## src/sv/ppmrc_pkg.sv

```systemverilog
// ----------------------------------------------------------------------------
// ppmrc_pkg
// Shared types, constants and helpers for the RC PPM channel decoder.
// ----------------------------------------------------------------------------
package ppmrc_pkg;

	localparam int PPMRC_NUM_CHANNELS = 8;

	localparam int STAMP_W = 16;
	localparam int GAP_W   = 16;
	localparam int PULSE_W = 15;
	localparam int CH_W    = 8;
	localparam int OVR_W   = 16;
	localparam int VCNT_W  = 4;
	localparam int CFG_W   = 16;
	localparam int CFG_IDX_W = 2;

	localparam logic [STAMP_W-1:0] TIMER_TOP_RST = 16'd40000;
	localparam logic [GAP_W-1:0]   SYNC_GAP_RST  = 16'd8000;
	localparam logic [PULSE_W-1:0] MIN_PULSE_RST = 15'd800;
	localparam logic [PULSE_W-1:0] MAX_PULSE_RST = 15'd2200;

	typedef enum logic [1:0] {
		OP_CAPTURE   = 2'd0,
		OP_READ      = 2'd1,
		OP_SET_OVR   = 2'd2,
		OP_CLEAR_OVR = 2'd3
	} op_t;

	typedef enum logic [CFG_IDX_W-1:0] {
		CFG_TIMER_TOP = 2'd0,
		CFG_SYNC_GAP  = 2'd1,
		CFG_MIN_PULSE = 2'd2,
		CFG_MAX_PULSE = 2'd3
	} cfg_idx_t;

	typedef struct packed {
		logic [STAMP_W-1:0] timer_top;
		logic [GAP_W-1:0]   sync_gap;
		logic [PULSE_W-1:0] min_pulse;
		logic [PULSE_W-1:0] max_pulse;
	} cfg_t;

	typedef struct packed {
		op_t                     op;
		logic [STAMP_W-1:0]      capture_time;
		logic [CH_W-1:0]         channel;
		logic signed [OVR_W-1:0] override_value;
	} item_t;

	typedef struct packed {
		logic [PULSE_W-1:0] pulse_us;
		logic [VCNT_W-1:0]  valid_count;
		logic               accepted;
	} result_t;

	// when the bounds cross, the max bound wins for widths above it and the min bound for the rest
	function automatic logic [PULSE_W-1:0] clamp_width(
		input logic [PULSE_W-1:0] p,
		input logic [PULSE_W-1:0] lo,
		input logic [PULSE_W-1:0] hi
	);
		logic [PULSE_W-1:0] r;
		if (p > hi)
			r = hi;
		else if (p < lo)
			r = lo;
		else
			r = p;
		return r;
	endfunction

endpackage

```

## src/sv/ppm_rc_channel_decoder.sv

```systemverilog
// ----------------------------------------------------------------------------
// ppm_rc_channel_decoder
// RC PPM decoder top level: input register, decode state, result register.
// ----------------------------------------------------------------------------
// One word is taken per clock while the input is not stalled. An accepted
// word is held in the input register while the decode logic reads and
// updates the channel state; its result then lands in the output register
// once that slot is empty or draining, and is taken at a clock edge where
// out_ready is high. The output register parts the two sides, so one more
// word is taken while a result waits; the input stalls only when both the
// input register and the output register are full and out_ready is low.
// Channel slots and overrides live in flip-flops cleared by reset.
module ppm_rc_channel_decoder
	import ppmrc_pkg::*;
#(
	parameter int NUM_CHANNELS = PPMRC_NUM_CHANNELS
) (
	input  logic                 clk,
	input  logic                 arst_n,
	input  logic                 cfg_we,
	input  logic [CFG_IDX_W-1:0] cfg_index,
	input  logic [CFG_W-1:0]     cfg_data,
	input  logic                 in_valid,
	output logic                 in_ready,
	input  logic [1:0]           op,
	input  logic [STAMP_W-1:0]   capture_time,
	input  logic [CH_W-1:0]      channel,
	input  logic signed [OVR_W-1:0] override_value,
	output logic                 out_valid,
	input  logic                 out_ready,
	output logic [PULSE_W-1:0]   pulse_us,
	output logic [VCNT_W-1:0]    valid_count,
	output logic                 accepted
);

	cfg_t    cfg;
	item_t   item_s1;
	logic    valid_s1;
	logic    advance;
	result_t res;
	result_t res_q;
	logic    out_valid_q;

	ppmrc_cfg u_cfg (
		.clk       (clk),
		.arst_n    (arst_n),
		.cfg_we    (cfg_we),
		.cfg_index (cfg_index),
		.cfg_data  (cfg_data),
		.cfg       (cfg)
	);

	ppmrc_state #(
		.NUM_CHANNELS (NUM_CHANNELS)
	) u_state (
		.clk    (clk),
		.arst_n (arst_n),
		.fire   (advance),
		.item   (item_s1),
		.cfg    (cfg),
		.res    (res)
	);

	// move the held word on when the result slot is empty or draining
	assign advance  = valid_s1 && (!out_valid_q || out_ready);
	assign in_ready = !valid_s1 || advance;

	always_ff @(posedge clk or negedge arst_n) begin
		if (!arst_n) begin
			valid_s1 <= 1'b0;
		end else if (in_ready) begin
			valid_s1 <= in_valid;
		end
	end

	always_ff @(posedge clk) begin
		if (in_ready && in_valid) begin
			item_s1.op             <= op_t'(op);
			item_s1.capture_time   <= capture_time;
			item_s1.channel        <= channel;
			item_s1.override_value <= override_value;
		end
	end

	always_ff @(posedge clk or negedge arst_n) begin
		if (!arst_n) begin
			out_valid_q <= 1'b0;
		end else if (advance) begin
			out_valid_q <= 1'b1;
		end else if (out_ready) begin
			out_valid_q <= 1'b0;
		end
	end

	always_ff @(posedge clk) begin
		if (advance)
			res_q <= res;
	end

	assign out_valid   = out_valid_q;
	assign pulse_us    = res_q.pulse_us;
	assign valid_count = res_q.valid_count;
	assign accepted    = res_q.accepted;

`ifndef SYNTHESIS
	a_stall_cause: assert property (@(posedge clk) disable iff (!arst_n)
		!in_ready |-> valid_s1 && out_valid_q && !out_ready)
		else $error("input stalled without a blocked result");

	a_no_overwrite: assert property (@(posedge clk) disable iff (!arst_n)
		out_valid_q && !out_ready |-> !advance)
		else $error("pending result overwritten");

	a_accept_only_set: assert property (@(posedge clk) disable iff (!arst_n)
		advance && item_s1.op != OP_SET_OVR |=> !accepted)
		else $error("accepted flag raised outside set override");
`endif

endmodule

```

## src/sv/ppmrc_cfg.sv

```systemverilog
// ----------------------------------------------------------------------------
// ppmrc_cfg
// Configuration register file: timer top, sync gap and clamp bounds.
// ----------------------------------------------------------------------------
module ppmrc_cfg
	import ppmrc_pkg::*;
(
	input  logic                 clk,
	input  logic                 arst_n,
	input  logic                 cfg_we,
	input  logic [CFG_IDX_W-1:0] cfg_index,
	input  logic [CFG_W-1:0]     cfg_data,
	output cfg_t                 cfg
);

	cfg_t cfg_q;

	always_ff @(posedge clk or negedge arst_n) begin
		if (!arst_n) begin
			cfg_q.timer_top <= TIMER_TOP_RST;
			cfg_q.sync_gap  <= SYNC_GAP_RST;
			cfg_q.min_pulse <= MIN_PULSE_RST;
			cfg_q.max_pulse <= MAX_PULSE_RST;
		end else if (cfg_we) begin
			unique case (cfg_idx_t'(cfg_index))
				CFG_TIMER_TOP: cfg_q.timer_top <= cfg_data;
				CFG_SYNC_GAP:  cfg_q.sync_gap  <= cfg_data;
				CFG_MIN_PULSE: cfg_q.min_pulse <= cfg_data[PULSE_W-1:0];
				CFG_MAX_PULSE: cfg_q.max_pulse <= cfg_data[PULSE_W-1:0];
				default: ;
			endcase
		end
	end

	assign cfg = cfg_q;

endmodule

```

## src/sv/ppmrc_state.sv

```systemverilog
// ----------------------------------------------------------------------------
// ppmrc_state
// Channel state and per-word decode: gap measurement, slot fill, reads with
// clamp and override, override table updates.
// ----------------------------------------------------------------------------
module ppmrc_state
	import ppmrc_pkg::*;
#(
	parameter int NUM_CHANNELS = PPMRC_NUM_CHANNELS
) (
	input  logic    clk,
	input  logic    arst_n,
	input  logic    fire,
	input  item_t   item,
	input  cfg_t    cfg,
	output result_t res
);

	localparam int IDX_W = (NUM_CHANNELS > 1) ? $clog2(NUM_CHANNELS) : 1;
	localparam int CNT_W = $clog2(NUM_CHANNELS + 1);
	localparam logic [CNT_W-1:0] CNT_FULL = CNT_W'(NUM_CHANNELS);
	localparam logic [CNT_W-1:0] CNT_ONE  = CNT_W'(1);
	localparam logic [CH_W:0]    CH_LIMIT = (CH_W + 1)'(NUM_CHANNELS);

	logic [GAP_W-1:0]   width_q [NUM_CHANNELS];
	logic [PULSE_W-1:0] ovr_q   [NUM_CHANNELS];
	logic [STAMP_W-1:0] prev_stamp_q;
	logic [CNT_W-1:0]   idx_q;
	logic [CNT_W-1:0]   cnt_q;

	logic               ch_ok;
	logic [IDX_W-1:0]   rd_idx;
	logic [IDX_W-1:0]   wr_idx;
	logic [GAP_W-1:0]   gap;
	logic               is_sync;
	logic               slot_free;
	logic [PULSE_W-1:0] clamped;
	logic [PULSE_W-1:0] ovr_rd;
	logic               set_ok;
	logic               set_nonzero;
	logic [CNT_W+VCNT_W-1:0] cnt_ext;
	logic               any_ovr;

	always_comb begin
		ch_ok     = {1'b0, item.channel} < CH_LIMIT;
		rd_idx    = ch_ok ? item.channel[IDX_W-1:0] : '0;
		wr_idx    = idx_q[IDX_W-1:0];
		slot_free = idx_q < CNT_FULL;
		// wrap at timer top, kept to 16 bits
		if (item.capture_time < prev_stamp_q)
			gap = item.capture_time + cfg.timer_top - prev_stamp_q;
		else
			gap = item.capture_time - prev_stamp_q;
		is_sync     = gap > cfg.sync_gap;
		clamped     = clamp_width(width_q[rd_idx][GAP_W-1:1], cfg.min_pulse, cfg.max_pulse);
		ovr_rd      = ovr_q[rd_idx];
		set_ok      = !item.override_value[OVR_W-1] && ch_ok;
		set_nonzero = item.override_value[OVR_W-2:0] != '0;
		cnt_ext     = {{VCNT_W{1'b0}}, cnt_q};

		res.pulse_us    = '0;
		res.valid_count = cnt_ext[VCNT_W-1:0];
		res.accepted    = 1'b0;
		if (item.op == OP_READ && ch_ok)
			res.pulse_us = (ovr_rd != '0) ? ovr_rd : clamped;
		if (item.op == OP_SET_OVR)
			res.accepted = set_ok && set_nonzero;

		any_ovr = 1'b0;
		for (int i = 0; i < NUM_CHANNELS; i++)
			any_ovr = any_ovr | (ovr_q[i] != '0);
	end

	always_ff @(posedge clk or negedge arst_n) begin
		if (!arst_n) begin
			for (int i = 0; i < NUM_CHANNELS; i++) begin
				width_q[i] <= '0;
				ovr_q[i]   <= '0;
			end
			prev_stamp_q <= '0;
			idx_q        <= '0;
			cnt_q        <= '0;
		end else if (fire) begin
			unique case (item.op)
				OP_CAPTURE: begin
					prev_stamp_q <= item.capture_time;
					if (is_sync) begin
						idx_q <= '0;
					end else if (slot_free) begin
						width_q[wr_idx] <= gap;
						idx_q           <= idx_q + CNT_ONE;
						if (idx_q + CNT_ONE == CNT_FULL)
							cnt_q <= CNT_FULL;
					end
				end
				OP_READ: begin
					if (ch_ok)
						cnt_q <= '0;
				end
				OP_SET_OVR: begin
					if (set_ok) begin
						ovr_q[rd_idx] <= item.override_value[PULSE_W-1:0];
						if (set_nonzero)
							cnt_q <= CNT_ONE;
					end
				end
				OP_CLEAR_OVR: begin
					for (int i = 0; i < NUM_CHANNELS; i++)
						ovr_q[i] <= '0;
				end
				default: ;
			endcase
		end
	end

`ifndef SYNTHESIS
	a_idx_range: assert property (@(posedge clk) disable iff (!arst_n)
		idx_q <= CNT_FULL)
		else $error("channel index past last slot");

	a_cnt_values: assert property (@(posedge clk) disable iff (!arst_n)
		cnt_q == '0 || cnt_q == CNT_ONE || cnt_q == CNT_FULL)
		else $error("valid count holds an impossible value");

	a_clear_all: assert property (@(posedge clk) disable iff (!arst_n)
		fire && item.op == OP_CLEAR_OVR |=> !any_ovr)
		else $error("override table not cleared");

	a_read_clears: assert property (@(posedge clk) disable iff (!arst_n)
		fire && item.op == OP_READ && ch_ok |=> cnt_q == '0)
		else $error("in-range read left valid count set");
`endif

endmodule
```

## config.mk

```make
export PLATFORM = sky130hd
export DESIGN_NAME = ppm_rc_channel_decoder
export DESIGN_NICKNAME = d
export VERILOG_FILES = /design/src/sv/ppmrc_pkg.sv /design/src/sv/ppm_rc_channel_decoder.sv /design/src/sv/ppmrc_cfg.sv /design/src/sv/ppmrc_state.sv
export SDC_FILE = /design/constraint.sdc
export NUM_CORES = 1
export LEC_CHECK = 0
export BUFFER_PORTS_ARGS = -buffer_cell sky130_fd_sc_hd__buf_2
export CAP_MARGIN = 5
export CORE_MARGIN = 2
export CORE_UTILIZATION = 55
export DETAILED_ROUTE_END_ITERATION = 10
export GPL_TIMING_DRIVEN = 0
export PLACE_DENSITY = 0.72
export SKIP_CTS_REPAIR_TIMING = 1
export SLEW_MARGIN = 25
export SYNTH_ARGS = -nofsm -noshare
export SYNTH_HDL_FRONTEND = slang
export SYNTH_SLANG_ARGS = --single-unit
```

## constraint.sdc

```tcl
create_clock -name clk -period 12.85 [get_ports clk]
set_clock_uncertainty 0.05 [all_clocks]
set_input_delay 1.285 -clock clk [delete_from_list [all_inputs] [get_ports clk]]
set_output_delay 1.285 -clock clk [all_outputs]
set_load 0.01 [all_outputs]
```

**Word level (Yosys, flattened, before mapping)**

Index checks and enable logic that the tools add are counted.

- Register bits: 398
- Output and inout bits: 22
- Logic and storage cells: 121
- Bits of input ports: 65

- Reduce and logical (&&, ||, !) cells: 29
- Muxes and demuxes: 30
- $lt $le $gt $ge: 10
- Bitwise gates (word level): 3
- Add/subtract/negate cells: 4
- Equality and inequality tests: 13

Operator list:

| operator | number |
|---|---|
| $pmux 120 s2 | 1 |
| $bwmux 128 | 1 |
| $bwmux 120 | 1 |
| $mux 120 | 1 |
| $mux 15 | 6 |
| $mux 16 | 4 |
| $bmux 16 s3 | 1 |
| $demux 16 s3 | 1 |
| $bmux 15 s3 | 1 |
| $demux 15 s3 | 1 |
| $mux 4 | 8 |
| $sub 16x16->16 | 2 |
| $reduce_bool 15->1 | 2 |
| $add 16x16->16 | 1 |
| $gt 16x16->1 | 1 |
| $lt 16x16->1 | 1 |
| $gt 15x15->1 | 1 |
| $lt 15x15->1 | 1 |
| $pmux 4 s3 | 1 |
| $ne 2x1->1 const B | 5 |
| $reduce_and 2->1 | 5 |
| $eq 2x2->1 const B | 4 |
| $ge 4x4->1 const B | 2 |
| $lt 4x1->1 const B | 2 |
| other kinds (19) | 35 |

**Depth between registers and ports, before layout**

Gate-level depths: netlist (run 1).

- Word-level depth: 10
- Depth in mapped cells: 24
- Depth with buffers taken out: 23

**Modules after synthesis**

A second synthesis (run 1) with hierarchy kept.

- Cells, all modules: 1933
- Area total of the unflattened synthesis: 21005.1 um2

By module, submodules not included:

| module | seq. area each (um2) | area each (um2) | times used | cells an instance |
|---|---|---|---|---|
| ppmrc_state | 6556.3 | 16678.5 | 1 | 1731 |
| ppmrc_cfg | 1574.0 | 2361.0 | 1 | 132 |
| ppm_rc_channel_decoder | 1911.8 | 1965.6 | 1 | 70 |

**Worst setup path after synthesis (run 1)**

OpenSTA, ideal clock, no wires.

- Path kind: reg2reg
- Start point: register item_s1[25] in the netlist's numbering
- End point: register u_state.width_q[17] in the netlist's numbering
- Cell stages (with the launch flop): 22
- Arrival time: 5.010 ns
- Library setup time: 0.125 ns
- Path buffers: 1
- Slack: 7.665 ns
- Data required time: 12.675 ns
- Clock period less this slack: 5.185 ns
- Path through: edfxtp_1 -> inv_1 -> fa_1 -> inv_1 -> ha_1 -> a211oi_1 -> o211a_1 -> o311ai_0 -> a21o_1 -> a21oi_1 -> xnor2_1 -> a21oi_1 -> inv_1 -> ha_1 -> nand2_1 -> nor2_1 -> nand4_1 -> o32ai_1 -> a41o_1 -> and4_1 -> clkbuf_1 -> mux2_2

- Longest elaborated chain between the ends: 6
- Elaborated cells on any way between the ends: 9
- Those cells by class: 3 x add/sub; 2 x order compare; 2 x mux; 1 x bitwise; 1 x reduce/logical

Ends and longest elaborated chain:

| item | RTL line | text |
|---|---|---|
| start: declaration | ppm_rc_channel_decoder.sv:37 | `item_t item_s1;` |
| $add 16x16->16 | ppmrc_state.sv:51 | `gap = item.capture_time + cfg.timer_top - prev_stamp_q;` |
| $sub 16x16->16 | ppmrc_state.sv:51 |  |
| $mux 16 (*) | ppmrc_state.sv:50 | `if (item.capture_time < prev_stamp_q)` |
| net u_state.gap[11] | ppmrc_state.sv:34 | `logic [GAP_W-1:0] gap;` |
| $gt 16x16->1 (*) | ppmrc_state.sv:54 | `is_sync = gap > cfg.sync_gap;` |
| $not 1->1 (no line) (*) | n/a |  |
| $reduce_and 4->1 (no line) (*) | n/a |  |
| end signal: indexed assignment | ppmrc_state.sv:90 | `width_q[wr_idx] <= gap;` |
| end: declaration | ppmrc_state.sv:25 | `logic [GAP_W-1:0] width_q [NUM_CHANNELS];` |

Mark *: on every way through the listed nets, which the timed path passes. The rest lies on a longest branch.
A chain may end at the register's enable or synchronous reset.

**Final worst setup path (run 1)**

- Start point: register item_s1[24] in the netlist's numbering
- End point: register u_state.width_q[68] in the netlist's numbering

Same word-level chain as after synthesis.

==> results.ini, run 1 <==
[synth]
syn-cell-area_um2 = 20600
ys_seq_area_share_pct = 48.4
synth_top_cell_area_share_pct = 37.4
ys_types = 77
synth.area.top_cells = dfrtp_1 (37%), edfxtp_1 (8.7%), mux2_2 (7.2%)
synth_cells = 2022
synth.avg_cell_area_um2 = 10.2
async_reset_ff_share_pct = 84.5
yosysTopAreaCell = dfrtp_1
ys_seq_elements = 386
synth_edf_count = 60
yosysWarnings = 0
synthFlopType = dfrtp_1

[timing]
setup_ws_ps = 6010
rsz0062_at_grt = no
fin_crit_ps = 6840
setup_viol = 0
setup-tns-final_ps = 0
worst_pin_slew_ps = 1070
slew_violations = 0
slew_headroom_pct = 28.1
max_freq_ghz = 0.146
timing.final.crit_share_pct = 53.2
final-hold-violation-count = 0

[drt]
drt_iter0_drc = 2186
drtAntennaViolNets = 0
vias = 17100
route.detailed.drc = 0
routed_wl_mm = 63.8
drtPass1Iterations = 6
via_per_inst = 6.44
wl_per_cell_um = 24.0

[die]
rows = 70
die-area_um2 = 39100
initial_utilization_pct = 56.1
die_h_um = 198
core_um2 = 36800
ioPinCount = 87
die_w_um = 198

[critical_path]
required_ps = 13250
arrival_ps = 7240
rr_worst_depth = 23
criticalPathCategory = register to register
cp-end-kind = register
worst-path-max-fanout = 10
start_kind = register

[finish]
nFillCells = 2952
final_cell_mix = dfrtp_1 (308), nand2_1 (248), o21ai_0 (204), inv_1 (141), mux2_2 (131)
final_cells = 2658
final_common_cell = dfrtp_1
fin_util_pct = 63.3
num-nets-final = 2319
drive_above_1_share_pct = 15.7
syn_to_final_growth_pct = 12.8

[grt]
antenna_found_initial = 3
grt_pass1_vias = 16900
grt_max_degree = 92
gr-total-overflow = 0
met2_usage_pct = 50.2
use_met3_pct = 6.97
grt_usage_pct = 33.6
grt-busiest-layer = met2
grt_use_met1_pct = 48.9
grt_pass1_wl_mm = 99.1

[worst_hold_path]
hold_path_class = register to register
min_path_cells = 0

[power]
peakVddDrop_mv = 0.120
p_leak_nw = 10.6
power_density_nw_per_um2 = 191
p_total_mw = 4.45

[cts]
htree_levels = 2
clkTransAtPathRegs_ps = 60
clockBufferDepth = 3
numClockSinks = 386
cts_buffers = 42
root_buffer = clkbuf_16
cts_tree = yes
clk_latency_ps = 570

[place]
place_worst_setup_slack_ps = 6130
post-place-cells = 2579
hpwl_mm = 46.5
port-buffer-count = 84
gp_congestion = 0.966

[run_status]
status = completed

[flow_run]
cap_violations = 0

==> logic make-up after synthesis <==
family	after synthesis	synth area share [%]
fa+ha+maj	99	6.59
flops	386	48.4
buf+inv	273	5.21
mux	164	9.24
other cells	1	0.0182
simple gates	489	10.9
compound gates	586	18.7
xor+xnor	24	1.02
==> per-layer routing <==
metal	part of all wire [%]	wire [um]
met3	9.1	5820
met5	0	0
met1	44	28100
met2	44	28000
met4	3.0	1890
==> worst max-delay path, cell delays in order (launching register included) <==
cell       delay, ps
edfxtp_1         440
inv_1             90
ha_1             200
inv_1             70
fa_1             420
a21oi_1          210
a2bb2oi_1        340
o2111ai_1        210
nand2_1          190
a21o_1           130
clkbuf_1         380
clkbuf_1         380
nor2_1            90
a21oi_1          720
inv_1            120
ha_1             340
nand2_1           70
nor2_1           220
nand4_1          160
o32ai_1          380
a41oi_1          180
nor2_1           340
clkbuf_1         570
mux2_2           410
==> where the power goes <==
group          switching [mW]  internal (mW)  leakage (nW)
logic                   0.959          0.596          5.57
clock network           0.511          0.804         0.728
registers               0.132           1.45          4.33
total                    1.60           2.85          10.6
==> Yosys cell counts, types with 9 or more instances <==
cell / instances
nand3_1: 33
dfstp_2: 18
edfxtp_1: 60
nor2_1: 80
dfrtp_1: 308
nand4_1: 19
fa_1: 16
nor2b_1: 20
a22oi_1: 126
mux2_2: 131
nor3_1: 20
o21ai_0: 204
buf_2: 10
clkbuf_1: 107
inv_1: 141
o21ai_1: 18
xnor2_1: 14
mux2i_1: 25
o21a_1: 14
a222oi_1: 14
a21oi_1: 59
xor2_1: 10
nand2_1: 248
a31oi_1: 17
ha_1: 83
a22o_1: 16
a221oi_1: 19
a211oi_1: 9
nand2b_1: 12
nor4_1: 11
a21o_1: 17
o31ai_1: 12
==> stage by stage <==
step | hold WS, ps | cell area, um2
after global placement | 409 | 21600
after floorplan | 369 | 20600
after detailed placement | 406 | 21800
after CTS | 432 | 23300
after global routing | 450 | 23300
final | 428 | 23300
==> state kept, by name, indices dropped and copies added, names as in the netlist <==
signal,count
u_state.ovr_q,120
u_state.width_q,120
u_cfg.cfg,62
item_s1,42
u_state.prev_stamp_q,16
pulse_us,15
u_state.idx_q,4
u_state.cnt_q,2
valid_count,2
accepted,1
out_valid,1
valid_s1,1
==> final timing paths <==
kind | start | end | slack (ps)
worst max-delay path | item_s1[24] | u_state.width_q[68] | 6010
worst max register to register | item_s1[24] | u_state.width_q[68] | 6010
worst min-delay path | u_state.cnt_q[0] | valid_count[0] | 430
min in group asynchronous | arst_n | u_state.ovr_q[37] | 610
max in group asynchronous | arst_n | u_cfg.cfg[61] | 11260
worst min register to register | u_state.cnt_q[0] | valid_count[0] | 430
==> cell type report <==
type / instances / area (um2) / share of cell area [%]
multi-input combinational: 1364 / 9600 / 41.2
tap: 468 / 586 / 2.52
clock inverter: 17 / 272 / 1.17
inverter: 142 / 533 / 2.29
clock buffer: 60 / 1220 / 5.25
timing repair buffer: 88 / 533 / 2.29
sequential: 386 / 9980 / 42.9
buffer: 131 / 542 / 2.33
antenna: 2 / 5.00 / 0.0215
Note: power is estimated with default switching activity, not from simulation.
==> run 2, diff against run 1 <==
--- a/config.mk
+++ b/config.mk
@@ -11,7 +11,7 @@
 export CORE_UTILIZATION = 55
 export DETAILED_ROUTE_END_ITERATION = 10
 export GPL_TIMING_DRIVEN = 0
-export PLACE_DENSITY = 0.72
+export PLACE_DENSITY = 0.75
 export SKIP_CTS_REPAIR_TIMING = 1
 export SLEW_MARGIN = 25
 export SYNTH_ARGS = -nofsm -noshare
==> constraint.sdc (replaced) <==
create_clock -name clk -period 5.7 [get_ports clk]
set_clock_uncertainty 0.05 [all_clocks]
set_input_delay 0.57 -clock clk [delete_from_list [all_inputs] [get_ports clk]]
set_output_delay 0.57 -clock clk [all_outputs]
set_load 0.01 [all_outputs]
==> results.ini, run 2 (synthesized netlist as in run 1, its figures left out) <==
[run_status]
status = completed

[die]
initial_utilization_pct = 56.1  ; unchanged
die_w_um = 198  ; unchanged
ioPinCount = 87  ; unchanged
core_um2 = 36800  ; unchanged
rows = 70  ; unchanged
die_h_um = 198  ; unchanged
die-area_um2 = 39100  ; unchanged

[critical_path]
r2r-start = item_s1[16]
criticalPathCategory = register to register
start_kind = register
rr_endpoint = pulse_us[8]
worst-path-max-fanout = 10  ; unchanged
arrival_ps = 5920  ; -1320 ps
cp-end-kind = register
reg2reg_slack_ps = 70  ; -5940 ps
rr_worst_depth = 17  ; -26%
required_ps = 5990  ; -7260 ps

[worst_hold_path]
min_path_cells = 1  ; +1
hold_end = item_s1[32]
hold_path_class = input port to register
min_from = capture_time[8]

[cts]
numClockSinks = 386  ; unchanged
root_buffer = clkbuf_16
cts_tree = yes
clockBufferDepth = 3  ; unchanged
clkTransAtPathRegs_ps = 60  ; about the same
cts_buffers = 42  ; unchanged
clk_latency_ps = 580  ; about the same
htree_levels = 2  ; unchanged

[place]
port-buffer-count = 84  ; unchanged
hpwl_mm = 45.9  ; -1.2%
post-place-cells = 2579  ; unchanged
gp_congestion = 0.975  ; +0.96%

[finish]
syn_to_final_growth_pct = 13.6
drive_above_1_share_pct = 18.1  ; +2.4 points
final_cells = 2669  ; +0.41%
nFillCells = 2922  ; -1.0%
num-nets-final = 2330  ; +0.47%
final_common_cell = dfrtp_1
final_cell_mix = dfrtp_1 (308), nand2_1 (247), o21ai_0 (203), inv_1 (140), mux2_2 (131)

[timing]
fin_hold_ws_ps = 115  ; -313 ps
max_freq_ghz = 0.178  ; +21%
slew_violations = 0  ; unchanged
setup_viol = 0  ; unchanged
rsz0062_at_grt = no
timing.final.crit_share_pct = 98.8  ; +46 points
fin_crit_ps = 5630  ; -1210 ps
slew_headroom_pct = 22.0  ; -6.1 points
worst_pin_slew_ps = 1140  ; +71.5 ps
final-hold-violation-count = 0  ; unchanged

[grt]
grt_usage_pct = 32.8  ; -0.75 points
gr-total-overflow = 0  ; unchanged
grt_pass1_vias = 16900  ; -0.14%
antenna_found_initial = 3  ; unchanged
grt_max_degree = 94  ; +2.2%
grt_pass1_wl_mm = 96.7  ; -2.5%

[power]
share_comb_of_total_power_pct = 37.3  ; +2.4 points
peakVddDrop_mv = 0.283  ; +130%
p_sw_share_pct = 37.2  ; +1.2 points
p_total_mw = 9.99  ; +120%
power.clock.fraction_pct = 26.9  ; -2.6 points
p_leak_nw = 10.7  ; +0.73%
power_density_nw_per_um2 = 426  ; +120%
p_int_mw = 6.27  ; +120%
p_switching_mw = 3.72  ; +130%
power.share.sequential_pct = 35.8  ; +0.2 points

[drt]
drtPass1Iterations = 7  ; +1
vias = 17000  ; -0.68%
route.detailed.drc = 0  ; unchanged
drtAntennaViolNets = 0  ; unchanged
via_per_inst = 6.37  ; -1.1%
drt_iter0_drc = 1760  ; -19%
wl_per_cell_um = 23.6  ; -1.8%
routed_wl_mm = 62.9  ; -1.4%

[flow_run]
cap_violations = 0  ; unchanged

run 2: changes by cell type in the layout (fill, tap and decap cells not counted), moves of 4 or more:
| cell | previous run | this run |
|---|---|---|
| a21oi_1 | 59 | 53 |
| a21oi_4 | 0 | 4 |
| buf_4 | 6 | 19 |
| bufinv_16 | 7 | 0 |
| clkbuf_1 | 117 | 104 |
| clkbuf_2 | 0 | 8 |
| o21ai_2 | 0 | 4 |
run 2: worst max-delay path by stage:
stage                     start  slack [ps]                      end  cells past startpoint
floorplan           item_s1[25]         520      u_state.width_q[17]                     21
global placement         arst_n       -2190  u_state.prev_stamp_q[2]                      1
detailed placement  item_s1[24]       -1050      u_state.width_q[28]                     23
CTS                 item_s1[24]       -1100      u_state.width_q[29]                     23
global route        item_s1[24]          20         u_state.cnt_q[0]                     22
finish              item_s1[16]          70              pulse_us[8]                     17
run 2: layout make-up:
class / count / area (um2) / area share (%)
diodes: 2 / 5.00 / 0.0214
plain buffers: 129 / 562 / 2.40
clock buffers: 64 / 1240 / 5.31
clock inverters: 13 / 119 / 0.507
inverters: 142 / 533 / 2.27
multi-input cells: 1364 / 9770 / 41.7
flip-flops and latches: 386 / 9980 / 42.6
well taps: 468 / 586 / 2.50
repair buffers: 101 / 633 / 2.70
run 2: worst max-delay path, cell delays in order (launching register included):
cell	delay (ps)
edfxtp_1	510
buf_2	400
clkbuf_2	400
clkbuf_1	510
nor3_2	180
clkbuf_2	270
a221oi_2	380
nand3_1	200
ha_1	340
a21o_1	170
a21o_1	170
a221o_1	370
a221oi_1	300
o221a_2	220
buf_2	230
mux2_2	370
mux2i_1	200
o2bb2ai_1	100
run 2: power groups by stage:
stage | Combinational, mW | Sequential [mW] | Clock (mW)
detailed placement | 3.39 | 3.61 | 0
floorplan | 2.43 | 3.51 | 0
global placement | 3.25 | 3.58 | 0
CTS | 3.42 | 3.56 | 2.71
finish | 3.72 | 3.58 | 2.69
global route | 4.10 | 3.62 | 2.83
run 2: per-stage QoR:
step	util, %	setup TNS [ps]	instance area, um2	worst slack [ps]
after floorplan	-	0	20600	515
after global placement	58.8	-752610	21600	-2190
after detailed placement	59.2	-105560	21800	-1050
after CTS	62.9	-111410	23100	-1100
after global routing	63.7	0	23400	23.7
final	63.7	0	23400	70.0
run 2: metal layers:
metal / wire (um) / track usage, % / vias to the layer above / part of all wire [%]
li1: - / - / 7622 / -
met1: 26500 / 45.8 / 8388 / 42
met2: 27500 / 48.6 / 834 / 44
met3: 6860 / 9.99 / 153 / 11
met4: 2030 / 11.8 / 4 / 3.2
met5: 24 / 0 / - / 0.038
